**src/rtl/core/websocket_frame_deframer_unit_defines.svh**
```systemverilog
// Assertion macros for the WebSocket frame deframer.
// Included by the top level; relies on clk and arst_n being in scope.
`ifndef WEBSOCKET_FRAME_DEFRAMER_UNIT_DEFINES_SVH
`define WEBSOCKET_FRAME_DEFRAMER_UNIT_DEFINES_SVH

// cond implies expr in the same cycle
`define WSFD_ASSERT_IMPLY(label, cond, expr) \
	label: assert property (@(posedge clk) disable iff (!arst_n) (cond) |-> (expr)) \
		else $error("wsfd: same-cycle check failed");

// cond implies expr in the next cycle
`define WSFD_ASSERT_NEXT(label, cond, expr) \
	label: assert property (@(posedge clk) disable iff (!arst_n) (cond) |=> (expr)) \
		else $error("wsfd: next-cycle check failed");

`endif

```
**src/rtl/core/wsfd_pkg.sv**
```systemverilog
// Shared types and constants for the WebSocket frame deframer.
// No dependencies.
package wsfd_pkg;

	localparam logic [6:0] LEN_EXT64   = 7'd127;
	localparam logic [6:0] LEN_EXT16   = 7'd126;
	localparam logic [3:0] EXT64_BYTES = 4'd8;
	localparam logic [3:0] EXT16_BYTES = 4'd2;

	localparam int QUEUE_DEPTH_DEF = 4;

	typedef enum logic [3:0] {
		PH_HDR1 = 4'b0001,
		PH_HDR2 = 4'b0010,
		PH_EXT  = 4'b0100,
		PH_DATA = 4'b1000
	} phase_t;

	typedef struct packed {
		logic [63:0] message_length;
		logic [3:0]  message_opcode;
		logic        message_last;
		logic        has_byte;
		logic [7:0]  payload_byte;
	} result_t;

	typedef struct packed {
		logic full;
		logic empty;
	} queue_stat_t;

endpackage

```
**src/rtl/core/wsfd_parser.sv**
```systemverilog
// Front part: header parser and payload classifier, one byte per cycle while accept is high.
// Depends on wsfd_pkg.
module wsfd_parser
	import wsfd_pkg::*;
(
	input  logic        clk,
	input  logic        arst_n,
	input  logic        accept,
	input  logic [7:0]  in_byte,
	output logic        push,
	output result_t     res
);

	phase_t      phase_q, phase_d;
	logic [3:0]  ext_left_q, ext_left_d;
	logic [63:0] frame_rem_q, frame_rem_d;
	logic        fin_q, fin_d;
	logic [3:0]  opcode_q, opcode_d;
	logic        taken_q, taken_d;
	logic [63:0] total_q, total_d;

	logic        hdr_fire;
	logic [63:0] hdr_len;
	logic [64:0] sum;
	logic [63:0] total_sat;
	logic [63:0] ext_len;
	logic [3:0]  ext_cnt;
	logic [63:0] rem_dec;

	assign sum       = {1'b0, total_q} + {1'b0, hdr_len};
	assign total_sat = sum[64] ? {64{1'b1}} : sum[63:0];
	assign ext_len   = {frame_rem_q[55:0], in_byte};
	assign ext_cnt   = ext_left_q - {3'd0, (ext_left_q != 4'd0)};
	assign rem_dec   = frame_rem_q - 64'd1;

	always_comb begin
		phase_d     = phase_q;
		ext_left_d  = ext_left_q;
		frame_rem_d = frame_rem_q;
		fin_d       = fin_q;
		opcode_d    = opcode_q;
		taken_d     = taken_q;
		total_d     = total_q;
		hdr_fire    = 1'b0;
		hdr_len     = 64'd0;
		push        = 1'b0;
		res         = '0;
		res.message_opcode = opcode_q;
		res.message_length = total_q;

		unique case (phase_q)
			PH_HDR1: begin
				fin_d = in_byte[7];
				if (!taken_q) begin
					opcode_d = in_byte[3:0];
					taken_d  = 1'b1;
				end
				phase_d = PH_HDR2;
			end
			PH_HDR2: begin
				frame_rem_d = 64'd0;
				if (in_byte[6:0] == LEN_EXT64) begin
					ext_left_d = EXT64_BYTES;
					phase_d    = PH_EXT;
				end else if (in_byte[6:0] == LEN_EXT16) begin
					ext_left_d = EXT16_BYTES;
					phase_d    = PH_EXT;
				end else begin
					hdr_fire = 1'b1;
					hdr_len  = {57'd0, in_byte[6:0]};
				end
			end
			PH_EXT: begin
				frame_rem_d = ext_len;
				ext_left_d  = ext_cnt;
				if (ext_cnt == 4'd0) begin
					hdr_fire = 1'b1;
					hdr_len  = ext_len;
				end
			end
			PH_DATA: begin
				frame_rem_d      = rem_dec;
				push             = accept;
				res.payload_byte = in_byte;
				res.has_byte     = 1'b1;
				res.message_last = (rem_dec == 64'd0) && fin_q;
				if (rem_dec == 64'd0) begin
					phase_d = PH_HDR1;
					if (fin_q) begin
						taken_d = 1'b0;
						total_d = 64'd0;
					end
				end
			end
			default: begin
				phase_d = PH_HDR1;
			end
		endcase

		// frame length known: add it up, then payload or next header; an empty final frame pushes an end word
		if (hdr_fire) begin
			frame_rem_d = hdr_len;
			total_d     = total_sat;
			if (hdr_len != 64'd0) begin
				phase_d = PH_DATA;
			end else begin
				phase_d = PH_HDR1;
				if (fin_q) begin
					push               = accept;
					res.message_last   = 1'b1;
					res.message_length = total_sat;
					taken_d            = 1'b0;
					total_d            = 64'd0;
				end
			end
		end
	end

	always_ff @(posedge clk or negedge arst_n) begin
		if (!arst_n) begin
			phase_q     <= PH_HDR1;
			ext_left_q  <= 4'd0;
			frame_rem_q <= 64'd0;
			fin_q       <= 1'b0;
			opcode_q    <= 4'd0;
			taken_q     <= 1'b0;
			total_q     <= 64'd0;
		end else if (accept) begin
			phase_q     <= phase_d;
			ext_left_q  <= ext_left_d;
			frame_rem_q <= frame_rem_d;
			fin_q       <= fin_d;
			opcode_q    <= opcode_d;
			taken_q     <= taken_d;
			total_q     <= total_d;
		end
	end

endmodule

```
**src/rtl/core/wsfd_queue.sv**
```systemverilog
// Short result queue between parser and output stage.
// Depends on wsfd_pkg.
module wsfd_queue
	import wsfd_pkg::*;
#(
	parameter int DEPTH = QUEUE_DEPTH_DEF
) (
	input  logic        clk,
	input  logic        arst_n,
	input  logic        push,
	input  result_t     push_res,
	input  logic        pop,
	output result_t     head,
	output queue_stat_t stat
);

	localparam int PW = $clog2(DEPTH);
	localparam int CW = $clog2(DEPTH + 1);
	localparam logic [PW-1:0] LAST_PTR = PW'(DEPTH - 1);
	localparam logic [CW-1:0] FULL_CNT = CW'(DEPTH);

	result_t       mem [DEPTH];
	logic [PW-1:0] wr_ptr_q, rd_ptr_q;
	logic [CW-1:0] count_q;
	logic          do_push, do_pop;

	assign stat.full  = (count_q == FULL_CNT);
	assign stat.empty = (count_q == '0);
	assign do_push    = push && !stat.full;
	assign do_pop     = pop && !stat.empty;
	assign head       = mem[rd_ptr_q];

	always_ff @(posedge clk) begin
		if (do_push) begin
			mem[wr_ptr_q] <= push_res;
		end
	end

	always_ff @(posedge clk or negedge arst_n) begin
		if (!arst_n) begin
			wr_ptr_q <= '0;
			rd_ptr_q <= '0;
			count_q  <= '0;
		end else begin
			if (do_push) begin
				wr_ptr_q <= (wr_ptr_q == LAST_PTR) ? '0 : wr_ptr_q + PW'(1);
			end
			if (do_pop) begin
				rd_ptr_q <= (rd_ptr_q == LAST_PTR) ? '0 : rd_ptr_q + PW'(1);
			end
			if (do_push && !do_pop) begin
				count_q <= count_q + CW'(1);
			end else if (do_pop && !do_push) begin
				count_q <= count_q - CW'(1);
			end
		end
	end

endmodule

```
**src/rtl/core/wsfd_out.sv**
```systemverilog
// Back part: output register that presents queued results to the receiver.
// Depends on wsfd_pkg.
module wsfd_out
	import wsfd_pkg::*;
(
	input  logic        clk,
	input  logic        arst_n,
	input  result_t     head,
	input  queue_stat_t stat,
	output logic        pop,
	input  logic        out_ready,
	output logic        out_valid,
	output result_t     out_res
);

	logic    valid_q;
	result_t res_q;

	// load whenever the register is empty or being taken
	assign pop       = !stat.empty && (!valid_q || out_ready);
	assign out_valid = valid_q;
	assign out_res   = res_q;

	always_ff @(posedge clk or negedge arst_n) begin
		if (!arst_n) begin
			valid_q <= 1'b0;
		end else if (!valid_q || out_ready) begin
			valid_q <= !stat.empty;
		end
	end

	always_ff @(posedge clk) begin
		if (pop) begin
			res_q <= head;
		end
	end

endmodule

```
**src/rtl/core/websocket_frame_deframer_unit.sv**
```systemverilog
// WebSocket frame deframer, receive side.
// Input: s_axis carries the received frame stream, one byte per word, in
// s_axis_tdata[7:0]. Header and extended-length bytes give no output word;
// each payload byte gives one, and a final frame of length zero gives one
// empty end word (tuser bit 0 low, tlast high).
// Output: m_axis carries the payload byte and the message length summed so
// far in tdata, the message opcode and a has-byte flag in tuser, and tlast
// on the last word of a message. Mask bits are ignored; no mask key is read.
// Throughput: one input byte per cycle while the queue is not full, header and
// payload bytes alike.
// Path: the parser writes an output word into the queue as its byte is accepted;
// the output register then loads it from the queue head when the register is
// empty or being taken.
// Stall: when m_axis_tready is low the output register holds and the queue
// fills; s_axis_tready drops only once QUEUE_DEPTH words are waiting.
// Reset: arst_n clears parser state to wait for a first header byte and
// empties the queue and output register; no clearing pass is needed.
// Depends on wsfd_pkg, wsfd_parser, wsfd_queue, wsfd_out and the defines header.
`include "websocket_frame_deframer_unit_defines.svh"

module websocket_frame_deframer_unit
	import wsfd_pkg::*;
#(
	parameter int QUEUE_DEPTH = QUEUE_DEPTH_DEF
) (
	input  logic        clk,
	input  logic        arst_n,
	input  logic        s_axis_tvalid,
	output logic        s_axis_tready,
	input  logic [7:0]  s_axis_tdata,  // [7:0] in_byte
	output logic        m_axis_tvalid,
	input  logic        m_axis_tready,
	output logic [71:0] m_axis_tdata,  // [7:0] payload_byte, [71:8] message_length
	output logic [4:0]  m_axis_tuser,  // [0] has_byte, [4:1] message_opcode
	output logic        m_axis_tlast   // message_last
);

	logic        accept;
	logic        q_push;
	logic        q_pop;
	result_t     parse_res;
	result_t     q_head;
	result_t     out_res;
	queue_stat_t q_stat;

	assign s_axis_tready = !q_stat.full;
	assign accept        = s_axis_tvalid && s_axis_tready;

	wsfd_parser u_parser (
		.clk     (clk),
		.arst_n  (arst_n),
		.accept  (accept),
		.in_byte (s_axis_tdata),
		.push    (q_push),
		.res     (parse_res)
	);

	wsfd_queue #(
		.DEPTH (QUEUE_DEPTH)
	) u_queue (
		.clk      (clk),
		.arst_n   (arst_n),
		.push     (q_push),
		.push_res (parse_res),
		.pop      (q_pop),
		.head     (q_head),
		.stat     (q_stat)
	);

	wsfd_out u_out (
		.clk       (clk),
		.arst_n    (arst_n),
		.head      (q_head),
		.stat      (q_stat),
		.pop       (q_pop),
		.out_ready (m_axis_tready),
		.out_valid (m_axis_tvalid),
		.out_res   (out_res)
	);

	assign m_axis_tdata = {out_res.message_length, out_res.payload_byte};
	assign m_axis_tuser = {out_res.message_opcode, out_res.has_byte};
	assign m_axis_tlast = out_res.message_last;

	`WSFD_ASSERT_IMPLY(a_push_has_room, q_push, !q_stat.full)
	`WSFD_ASSERT_IMPLY(a_empty_word_ends_msg, m_axis_tvalid && !m_axis_tuser[0],
		m_axis_tlast && (m_axis_tdata[7:0] == 8'd0))
	`WSFD_ASSERT_NEXT(a_pop_fills_output, q_pop, m_axis_tvalid)

endmodule

```
**config.mk**
```make
export PLATFORM = sky130hd
export DESIGN_NAME = websocket_frame_deframer_unit
export DESIGN_NICKNAME = d
export VERILOG_FILES = /design/src/rtl/core/wsfd_pkg.sv /design/src/rtl/core/wsfd_parser.sv /design/src/rtl/core/wsfd_queue.sv /design/src/rtl/core/wsfd_out.sv /design/src/rtl/core/websocket_frame_deframer_unit.sv
export VERILOG_INCLUDE_DIRS = /design/src /design/src/rtl/core
export SDC_FILE = /design/constraint.sdc
export NUM_CORES = 1
export LEC_CHECK = 0
export CAP_MARGIN = 15
export CORE_UTILIZATION = 55
export CTS_BUF_LIST = sky130_fd_sc_hd__clkbuf_8 sky130_fd_sc_hd__clkbuf_16
export DETAILED_ROUTE_END_ITERATION = 12
export DONT_BUFFER_PORTS = 1
export PLACE_DENSITY = 0.7
export SLEW_MARGIN = 20
export SYNTH_ARGS = -nofsm -noshare
export SYNTH_HDL_FRONTEND = slang
export SYNTH_SLANG_ARGS = --single-unit
```
**constraint.sdc**
```tcl
create_clock -name clk -period 7.3 [get_ports clk]
set_input_delay 1.46 -clock clk [delete_from_list [all_inputs] [get_ports clk]]
set_output_delay 1.46 -clock clk [all_outputs]
set_load 0.005 [all_outputs]
```
# Word level (Yosys, flattened, before mapping)
# Memory sizes are Yosys's and may differ from the RTL's. A register that Yosys moved wholly into a read port is not among the register bits.
# Index checks and enable logic that the tools add are counted.
# totals
register_bits	150
latch_bits	0
mem_bits_rw	312
romBits	0
input_bits	12
out_inout_bits	80
elab_cells	112
mem_count	1
# classes
addsub	7
n_mul	0
div_mod_pow	0
magnitude_cmp	0
eq_ne	13
shift	0
mux	49
n_bitwise	1
reduce_logical	30
# memory_table
memory	words	word_bits	read_ports	rd_clocked_by_memory_dff	write_ports	line_no	rtl
u_queue.mem	4	78	1	1	1	wsfd_queue.sv:22	result_t mem [DEPTH];
# ops
op	n
$mux W64	13
$pmux W64 S3	1
$pmux W64 S2	1
$add A64 B64 Y65	1
$logic_not A64 Y1	1
$reduce_bool A64 Y1	1
$sub A64 B1 Y64 const B	1
$mux W4	7
$mux W1	17
$pmux W4 S4	1
$eq A7 B7 Y1 const B	2
$mux W10	1
$reduce_bool A2 Y1	5
$pmux W4 S2	1
$reduce_and A4 Y1	2
$reduce_bool A4 Y1	2
$logic_and A1 B1 Y1	7
$mux W7	1
$mux W3	2
$ne A3 B1 Y1 const B	2
$reduce_and A3 Y1	2
$logic_not A1 Y1	5
$add A2 B1 Y2 const B	2
$eq A2 B2 Y1 const B	2
17 further kinds	20

# Depth between registers and ports, before layout
# Gate-level depths: netlist (run 1).
# logic_depth
depth_word	13
mapped_depth	22
ltp_nobuf	19

# Hierarchy
# From an unflattened synthesis (run 1), not the netlist that was laid out.
# hier_totals
hier_cells	2191
area_unflattened_um2	26749.4
# modules_own_cells
module	instances	cells_per_inst	area_per_inst_um2	seq_area_each_um2
wsfd_parser	1	1661	12669.7	3554.7
wsfd_queue	1	445	11677.4	9544.2
wsfd_out	1	83	2392.3	2367.3
websocket_frame_deframer_unit	1	2	10.0	0.0

# Least setup slack after synthesis (run 1)
# OpenSTA, ideal clock, no wires.
# synth_path
kind	input port to flip-flop
startpoint	input port m_axis_tready
endpoint	register u_queue.count_q[1]
setup_ns	0.125
arrival_ns	6.699
t_required_ns	7.175
path_slack_ns	0.476
path_stages	7
path_buffers	0
cell_sequence	inv_1 > a21oi_1 > inv_1 > ha_1 > inv_1 > fa_1 > mux2_2
# synth_between
elab_chain_len	6
elab_cells_between_ends	8
classes_between	mux (1); reduce/logical (7)
# synth_rtl
element	line_no	rtl
from (decl)	websocket_frame_deframer_unit.sv:32	input logic m_axis_tready,
$logic_or A1 B1 Y1 (*)	wsfd_out.sv:20	assign pop = !stat.empty && (!valid_q || out_ready);
$logic_and A1 B1 Y1 (*)	wsfd_out.sv:20	
via q_pop	websocket_frame_deframer_unit.sv:40	logic q_pop;
$logic_and A1 B1 Y1 (*)	wsfd_queue.sv:30	assign do_pop = pop && !stat.empty;
$logic_not A1 Y1	wsfd_queue.sv:51	if (do_push && !do_pop) begin
$logic_and A1 B1 Y1	wsfd_queue.sv:51	
$mux W3 or $reduce_bool A2 Y1 (tied branches)	--	
to (signal assigned)	wsfd_queue.sv:52	count_q <= count_q + CW'(1);
to (signal assigned)	wsfd_queue.sv:54	count_q <= count_q - CW'(1);
to (decl)	wsfd_queue.sv:24	logic [CW-1:0] count_q;
# The timed path passes the listed nets; every way through them passes the cells marked *.
# A chain may end at the register's enable or synchronous reset.

==> results of run 1 <==
-- final timing paths --
kind / from / end / slack, ns / cells past startpoint
max in group asynchronous: arst_n / u_queue.rd_ptr_q[1] / 6.49 / 0
hold reg to reg: u_parser.ext_left_q[0] / u_parser.ext_left_q[0] / 0.52 / 2
min in group asynchronous: arst_n / u_parser.frame_rem_q[51] / 0.56 / 0
setup / recovery: u_parser.ext_left_q[1] / u_queue.mem[0][36] / 0.66 / 21
hold / removal: u_parser.ext_left_q[0] / u_parser.ext_left_q[0] / 0.52 / 2
setup reg to reg: u_parser.ext_left_q[1] / u_queue.mem[0][36] / 0.66 / 21
-- worst reg2reg max path, stage by stage, from the launching register on --
cell	delay, ns
dfrtp_1	0.41
or4_1	0.52
ha_1	0.21
ha_1	0.23
xnor2_1	0.13
nand2_1	0.43
nor3_2	0.36
buf_4	0.26
or2_2	0.25
and2_1	0.16
ha_1	0.20
fa_1	0.26
a21oi_1	0.12
o2111ai_1	0.38
nand4_1	0.17
and3_1	0.27
a2bb2oi_1	0.21
o311ai_1	0.32
and2_4	0.38
buf_4	0.46
nor2_1	0.16
o21ai_0	0.47
-- power by group through the flow --
stage / Clock [uW] / Combinational, uW / Sequential (uW)
global placement: 0 / 2870 / 4280
global route: 3170 / 3220 / 4290
floorplan: 0 / 2330 / 4010
finish: 3010 / 2970 / 4220
detailed placement: 0 / 2910 / 4290
CTS: 3050 / 2930 / 4230
-- cells by family after synthesis --
| kind of cell | count (synthesis) |
|---|---|
| compound gates | 648 |
| xor+xnor | 69 |
| fa+ha+maj | 76 |
| buf+inv | 185 |
| flops | 540 |
| mux | 105 |
| simple gates | 724 |
-- cell usage in the layout, fill, tap and decap left out, drive strengths merged, types with 56 or more instances in the layout --
cell	instances
edfxtp	390
o21ai	226
nor2	190
a21oi	164
nand2	159
dfrtp	149
mux4	78
ha	74
and2	73
nor3	66
clkbuf	63
inv	59
o2bb2ai	56
-- per-stage QoR --
stage	worst slack, ns	instance area, sq um	hold WS [ns]	std cells	utilization (%)
global placement	0.9281	28170	0.4814	2900	57.31
global route	0.1620	30130	0.5254	3007	61.31
detailed placement	0.6298	28170	0.4932	2900	57.31
finish	0.6580	30130	0.5168	3007	61.31
CTS	0.5528	30130	0.5056	3007	61.30
floorplan	0.4759	27580	0.4626	2347	-
-- sequential cells by signal, summed over array words and instances, names as in the netlist --
signal	flops
u_out.out_res	78
u_out.out_valid	1
u_parser.ext_left_q	4
u_parser.fin_q	1
u_parser.frame_rem_q	64
u_parser.opcode_q	4
u_parser.phase_q	4
u_parser.taken_q	1
u_parser.total_q	64
u_queue.count_q	3
u_queue.mem	312
u_queue.rd_ptr_q	2
u_queue.wr_ptr_q	2
-- cell type report --
class,count,area share (%)
clock inverter,44,1.470
tap,664,2.757
sequential,540,51.35
inverter,41,0.5107
clock buffer,63,5.045
timing repair buffer,33,0.9052
multi-input combinational,1622,37.96
-- per-layer routing --
layer | vias up | wire length (um) | track usage (%)
met3 | 112 | 5174 | 4.528
li1 | 8936 | - | -
met1 | 9871 | 33940 | 45.06
met2 | 842 | 33780 | 45.70
met4 | 2 | 2090 | 9.436
met5 | - | 13 | 0
-- repair_timing --
item                       CTS  global route
hold buffers                 0             0
resized for setup            0             1
setup endpoints to repair    0             4
setup buffers                0             0
==> impl_metrics.py, run 1 <==
metrics = {
    "status": {
        "status": "completed",
    },
    "sta": {
        "maxSlewViolCount": 0,
        "tns_ns": 0,
        "skew_ns": 0.01640,
        "slew_headroom_pct": 29.93,
        "grt_setup_unrepaired": "false",
        "hold_violations": 0,
        "fin_crit_sh_pct": 90.99,
        "min_period_ns": 6.642,
        "worst_slew_pin_slew_ns": 1.049,
        "clock.fmax_ghz": 0.1506,
        "setup_viol_count_final": 0,
    },
    "synth": {
        "yosysTopAreaCellShare_pct": 42.46,
        "ys_types": 80,
        "syn_inst": 2347,
        "synth_top_family_by_area": "compound AO/OA/AOI/OAI gates",
        "ys.warnings.count": 0,
        "ys_seq_area_share_pct": 56.08,
        "synthXorXnorAreaFrac_pct": 2.191,
        "yosysMostFrequentCell": "edfxtp_1",
        "synthMuxAreaShare_pct": 7.431,
        "avgSynthCellArea_sq_um": 11.75,
        "ys_ff_latch": 540,
        "syn_area_sq_um": 27580,
        "synth_common_cells": "edfxtp_1, o21ai_0, nor2_1, a21oi_1, nand2_1",
        "synth_nets": 2435,
        "synth-main-ff-cell": "edfxtp_1",
        "synthTopCellsByArea": "edfxtp_1, dfrtp_1, mux4_2, o21ai_0, ha_1",
        "synth_compound_area_share_pct": 14.64,
        "synth_top_cell_by_area": "edfxtp_1",
        "synth-simple-area-share_pct": 13.53,
        "ys_async_sr_fraction_pct": 27.78,
        "synth_fa_ha_area_share_pct": 3.502,
        "synth-edff-count": 390,
    },
    "die": {
        "dieArea_sq_um": 51040,
        "fp.dieH_um": 225.9,
        "die_x_um": 225.9,
        "io_pins": 92,
        "coreArea_sq_um": 49150,
        "start_util_pct": 56.11,
        "rows": 81,
    },
    "cells_and_area": {
        "diodes": 0,
        "multi_input_comb_area_sq_um": 11440,
        "fillers": 3868,
        "drive_gt1_share_pct": 11.22,
        "nets": 2383,
        "ff_latch_area_sq_um": 15470,
        "syn_to_final_growth_pct": 9.264,
    },
    "drt": {
        "final_antenna_net_count": 0,
        "wl_per_cell_um": 24.94,
        "drt-initial-drc-count": 2014,
        "drc": 0,
        "finalWirelength_um": 75000,
        "via_count": 19760,
        "vias_per_cell": 6.572,
        "first_pass_iters": 5,
    },
    "run": {
        "drv_cap": 0,
    },
    "clocking": {
        "clkLatencyLatePin_ns": 0.62,
        "clk_pin_slew_ns": 0.06,
        "cts.sink_count": 540,
        "cts_inserted_buffers": 57,
        "clock_path_buffers": 3,
        "cts_tree": "yes",
        "htree_levels": 2,
        "ctsRootBufferMaster": "clkbuf_16",
    },
    "placement": {
        "dp_hpwl_um": 51130,
        "portBuffers": 0,
        "gp_congestion": 0.9774,
    },
    "pwr": {
        "p_per_area_nw_per_um2": 338.5,
        "irDropWorstVdd_mv": 0.2360,
        "p_comb_share_pct": 29.1,
        "seq_power_share_pct": 41.4,
        "pwr-share-clk_pct": 29.5,
        "p_leak_uw": 0.01145,
        "internal_power_uw": 6668,
        "p_sw_uw": 3532,
        "power_uw": 10200,
        "switching_share_pct": 34.62,
    },
    "grt": {
        "grt_usage_pct": 30.25,
        "gr-total-overflow": 0,
        "antenna_found_initial": 1,
        "grt_max_degree": 151,
        "grt_pass1_wl_um": 117300,
        "grt_pass1_vias": 19240,
    },
    "setup_path": {
        "critical-path-slowest-cell": "or4_1",
        "crit_type": "register to register",
        "start_kind": "register",
        "cp.required_ns": 7.64,
        "worst_ep_arrival_time_ns": 6.98,
        "worst-path-max-fanout": 34,
        "crit_path_frequent_cell": "ha_1",
        "worstPathCellList": "or4_1 -> ha_1 -> ha_1 -> xnor2_1 -> nand2_1 -> nor3_2 -> buf_4 -> or2_2 -> and2_1 -> ha_1 -> fa_1 -> a21oi_1 -> o2111ai_1 -> nand4_1 -> and3_1 -> a2bb2oi_1 -> o311ai_1 -> and2_4 -> buf_4 -> nor2_1 -> o21ai_0",
        "path_delay_family": "simple AND/OR/NAND/NOR gates",
        "end_kind": "register",
        "cpPeakStageDelay_ns": 0.52,
        "critPathBufInv": 2,
    },
    "worst_hold_path": {
        "hp-class": "register to register",
    },
}
Note: power is estimated with default switching activity, not from simulation.
==> inputs of run 2 (changes only) <==
SYNTH_HIERARCHICAL = 1   (was default)
==> run 2 against run 1 <==
Against the previous run: register-to-register slack lost 0.16 ns; clock skew rose by 0.014 ns; design area decreased by 2.7%; combinational power grew 48%; sequential power up 23%; non-clock buffer count fell by 4; clock power is 1% higher; clock-buffer cell count is 2 lower; synthesized cell count is 6.6% lower; utilization barely moved; largest cell class unchanged; highest routed layer is now met4.
==> impl_metrics.py, run 2 <==
metrics = {
    "synth": {
        "syn_inst": 2191,
        "synth_common_cells": "edfxtp_1, o21ai_0, nor2_1, a21oi_1, dfrtp_1",
        "synthTopCellsByArea": "edfxtp_1, dfrtp_1, mux4_2, o21ai_0, ha_1",
        "avgSynthCellArea_sq_um": 12.21,
        "synth-main-ff-cell": "edfxtp_1",
        "synth_nets": 2279,
        "yosysMostFrequentCell": "edfxtp_1",
        "ys_async_sr_fraction_pct": 27.78,
        "syn_area_sq_um": 26750,
        "ys_seq_area_share_pct": 57.82,
        "yosysTopAreaCellShare_pct": 43.78,
        "ys_ff_latch": 540,
        "synth_top_cell_by_area": "edfxtp_1",
        "synth-edff-count": 390,
        "ys.warnings.count": 6,
        "ys_types": 81,
    },
    "cells_and_area": {
        "top_register": "u_queue/mem",
        "design_area_sq_um": 29310,
        "fillers": 3736,
        "mostFrequentLayoutCell": "edfxtp_1",
        "mostFrequentLayoutCells": "edfxtp_1, o21ai_0, nor2_1, a21oi_1, dfrtp_1",
        "nets": 2233,
        "ff_latch_area_sq_um": 15470,
        "syn_to_final_growth_pct": 9.570,
        "largest_reg_flops": 312,
        "diodes": 0,
        "multi_input_comb_area_sq_um": 10640,
        "drive_gt1_share_pct": 11.50,
    },
    "die": {
        "die_x_um": 222.5,
        "dieArea_sq_um": 49520,
        "fp.dieH_um": 222.5,
        "start_util_pct": 55.91,
        "coreArea_sq_um": 47850,
        "rows": 80,
        "io_pins": 92,
    },
    "clocking": {
        "hold_buffers": 0,
        "htree_levels": 2,
        "cts.sink_count": 540,
        "cts_inserted_buffers": 56,
        "ctsRootBufferMaster": "clkbuf_16",
        "cts_tree": "yes",
        "clk_pin_slew_ns": 0.06,
        "postCtsSetupBuffers": 0,
        "clkLatencyLatePin_ns": 0.62,
        "clock_path_buffers": 3,
        "ctsResizeCount": 0,
    },
    "setup_path": {
        "start_kind": "register",
        "crit_type": "register to register",
        "end_kind": "register",
        "startpoint": "u_parser/ext_left_q[1]",
        "worst_ep_arrival_time_ns": 7.06,
        "worstReg2RegStart": "u_parser/ext_left_q[1]",
        "worst-path-max-fanout": 44,
        "cp.required_ns": 7.56,
    },
    "drt": {
        "via_count": 18410,
        "drc": 0,
        "wl_per_cell_um": 25.28,
        "drt-initial-drc-count": 1922,
        "first_pass_iters": 5,
        "vias_per_cell": 6.560,
        "final_antenna_net_count": 0,
        "finalWirelength_um": 70960,
    },
    "pwr": {
        "p_leak_uw": 0.01094,
        "irDropWorstVdd_mv": 0.4316,
        "p_per_area_nw_per_um2": 430.3,
    },
    "sta": {
        "fin_crit_sh_pct": 93.18,
        "worst_slew_pin_slew_ns": 1.067,
        "skew_ns": 0.03044,
        "tns_ns": 0,
        "grt_setup_unrepaired": "false",
        "slew_headroom_pct": 28.88,
        "hold_violations": 0,
        "hold_slack_ns": 0.5227,
        "maxSlewViolCount": 0,
        "setup_viol_count_final": 0,
        "min_period_ns": 6.802,
        "clock.fmax_ghz": 0.1470,
    },
    "grt": {
        "antenna_found_initial": 0,
        "grt_pass1_wl_um": 108900,
        "gr-total-overflow": 0,
        "grt_max_degree": 151,
        "grt_usage_pct": 29.08,
        "grt_pass1_vias": 17780,
    },
    "placement": {
        "gp_congestion": 0.9625,
        "dp_hpwl_um": 47340,
        "placed_area_sq_um": 27300,
        "portBuffers": 0,
    },
    "status": {
        "status": "completed",
    },
    "worst_hold_path": {
        "hp-class": "register to register",
        "min-delay-start": "u_parser/frame_rem_q[62]",
    },
    "run": {
        "drv_cap": 0,
    },
}
## run 2: area by class of cell
cell class | instances | share of cell area, %
inverter | 36 | 0.4610
sequential | 540 | 52.79
timing repair buffer | 29 | 0.9562
tap | 615 | 2.625
multi-input combinational | 1482 | 36.30
clock buffer | 61 | 5.016
clock inverter | 44 | 1.844
## run 2: cells by family (layout without fill, tap and decap cells)
logic type | after synthesis | count (layout) | share of synthesized area, %
compound gates | 602 | 602 | 14.13
xor+xnor | 90 | 90 | 2.947
fa+ha+maj | 76 | 76 | 3.611
buf+inv | 169 | 170 | 2.615
flops | 540 | 540 | 57.82
mux | 89 | 89 | 7.058
simple gates | 625 | 625 | 11.82
## run 2: final timing paths
| path | endpoint | slack [ns] | depth (start not counted) |
|---|---|---|---|
| worst min register to register | u_parser/frame_rem_q[62] | 0.52 | 2 |
| worst max register to register | u_queue/mem[2][42] | 0.50 | 22 |
| min in group asynchronous | u_out/out_valid | 0.54 | 0 |
| worst min-delay path | u_parser/frame_rem_q[62] | 0.52 | 2 |
| worst max-delay path | u_queue/mem[2][42] | 0.50 | 22 |
| max in group asynchronous | u_parser/total_q[13] | 6.51 | 0 |
## run 2: critical path, stage by stage (launching register included)
cell and delay [ns]:
dfrtp_1 0.40, or4_1 0.53, ha_1 0.21, ha_1 0.21
nand2b_1 0.14, nand3_1 0.25, nor3_2 0.11, or2_2 0.46
and2_1 0.23, ha_1 0.22, fa_1 0.40, a21o_1 0.21
nand4_1 0.11, a21boi_0 0.17, o211ai_1 0.34, a31oi_1 0.17
o21ai_0 0.38, a31oi_1 0.30, o21ai_0 0.60, a31oi_4 0.25
buf_12 0.25, nor2_1 0.24, o21ai_0 0.20
## run 2: stage by stage
step	total power, uW	utilization [%]	setup WS, ns	cells
floorplan	8195	-	1.363	2191
global placement	9446	57.06	0.7888	2702
detailed placement	9553	57.06	0.5742	2702
CTS	12620	61.26	0.5538	2807
global route	13250	61.26	0.04538	2807
finish	12610	61.26	0.4976	2807
## run 2: layer usage
layer  track usage [%]  routed length [um]  vias to the layer above
met2             43.28               31740                      819
met4             10.57                2546                        0
met5                 0                   0                        -
met1             43.04               31090                     9160
met3             5.118                5575                      132
li1                  -                   -                     8302
## run 2: where the power goes
group	leakage (uW)	switching [uW]	internal (uW)
clock	0.00101	1200	1840
sequential	0.00558	779	4400
combinational	0.00435	2750	1640
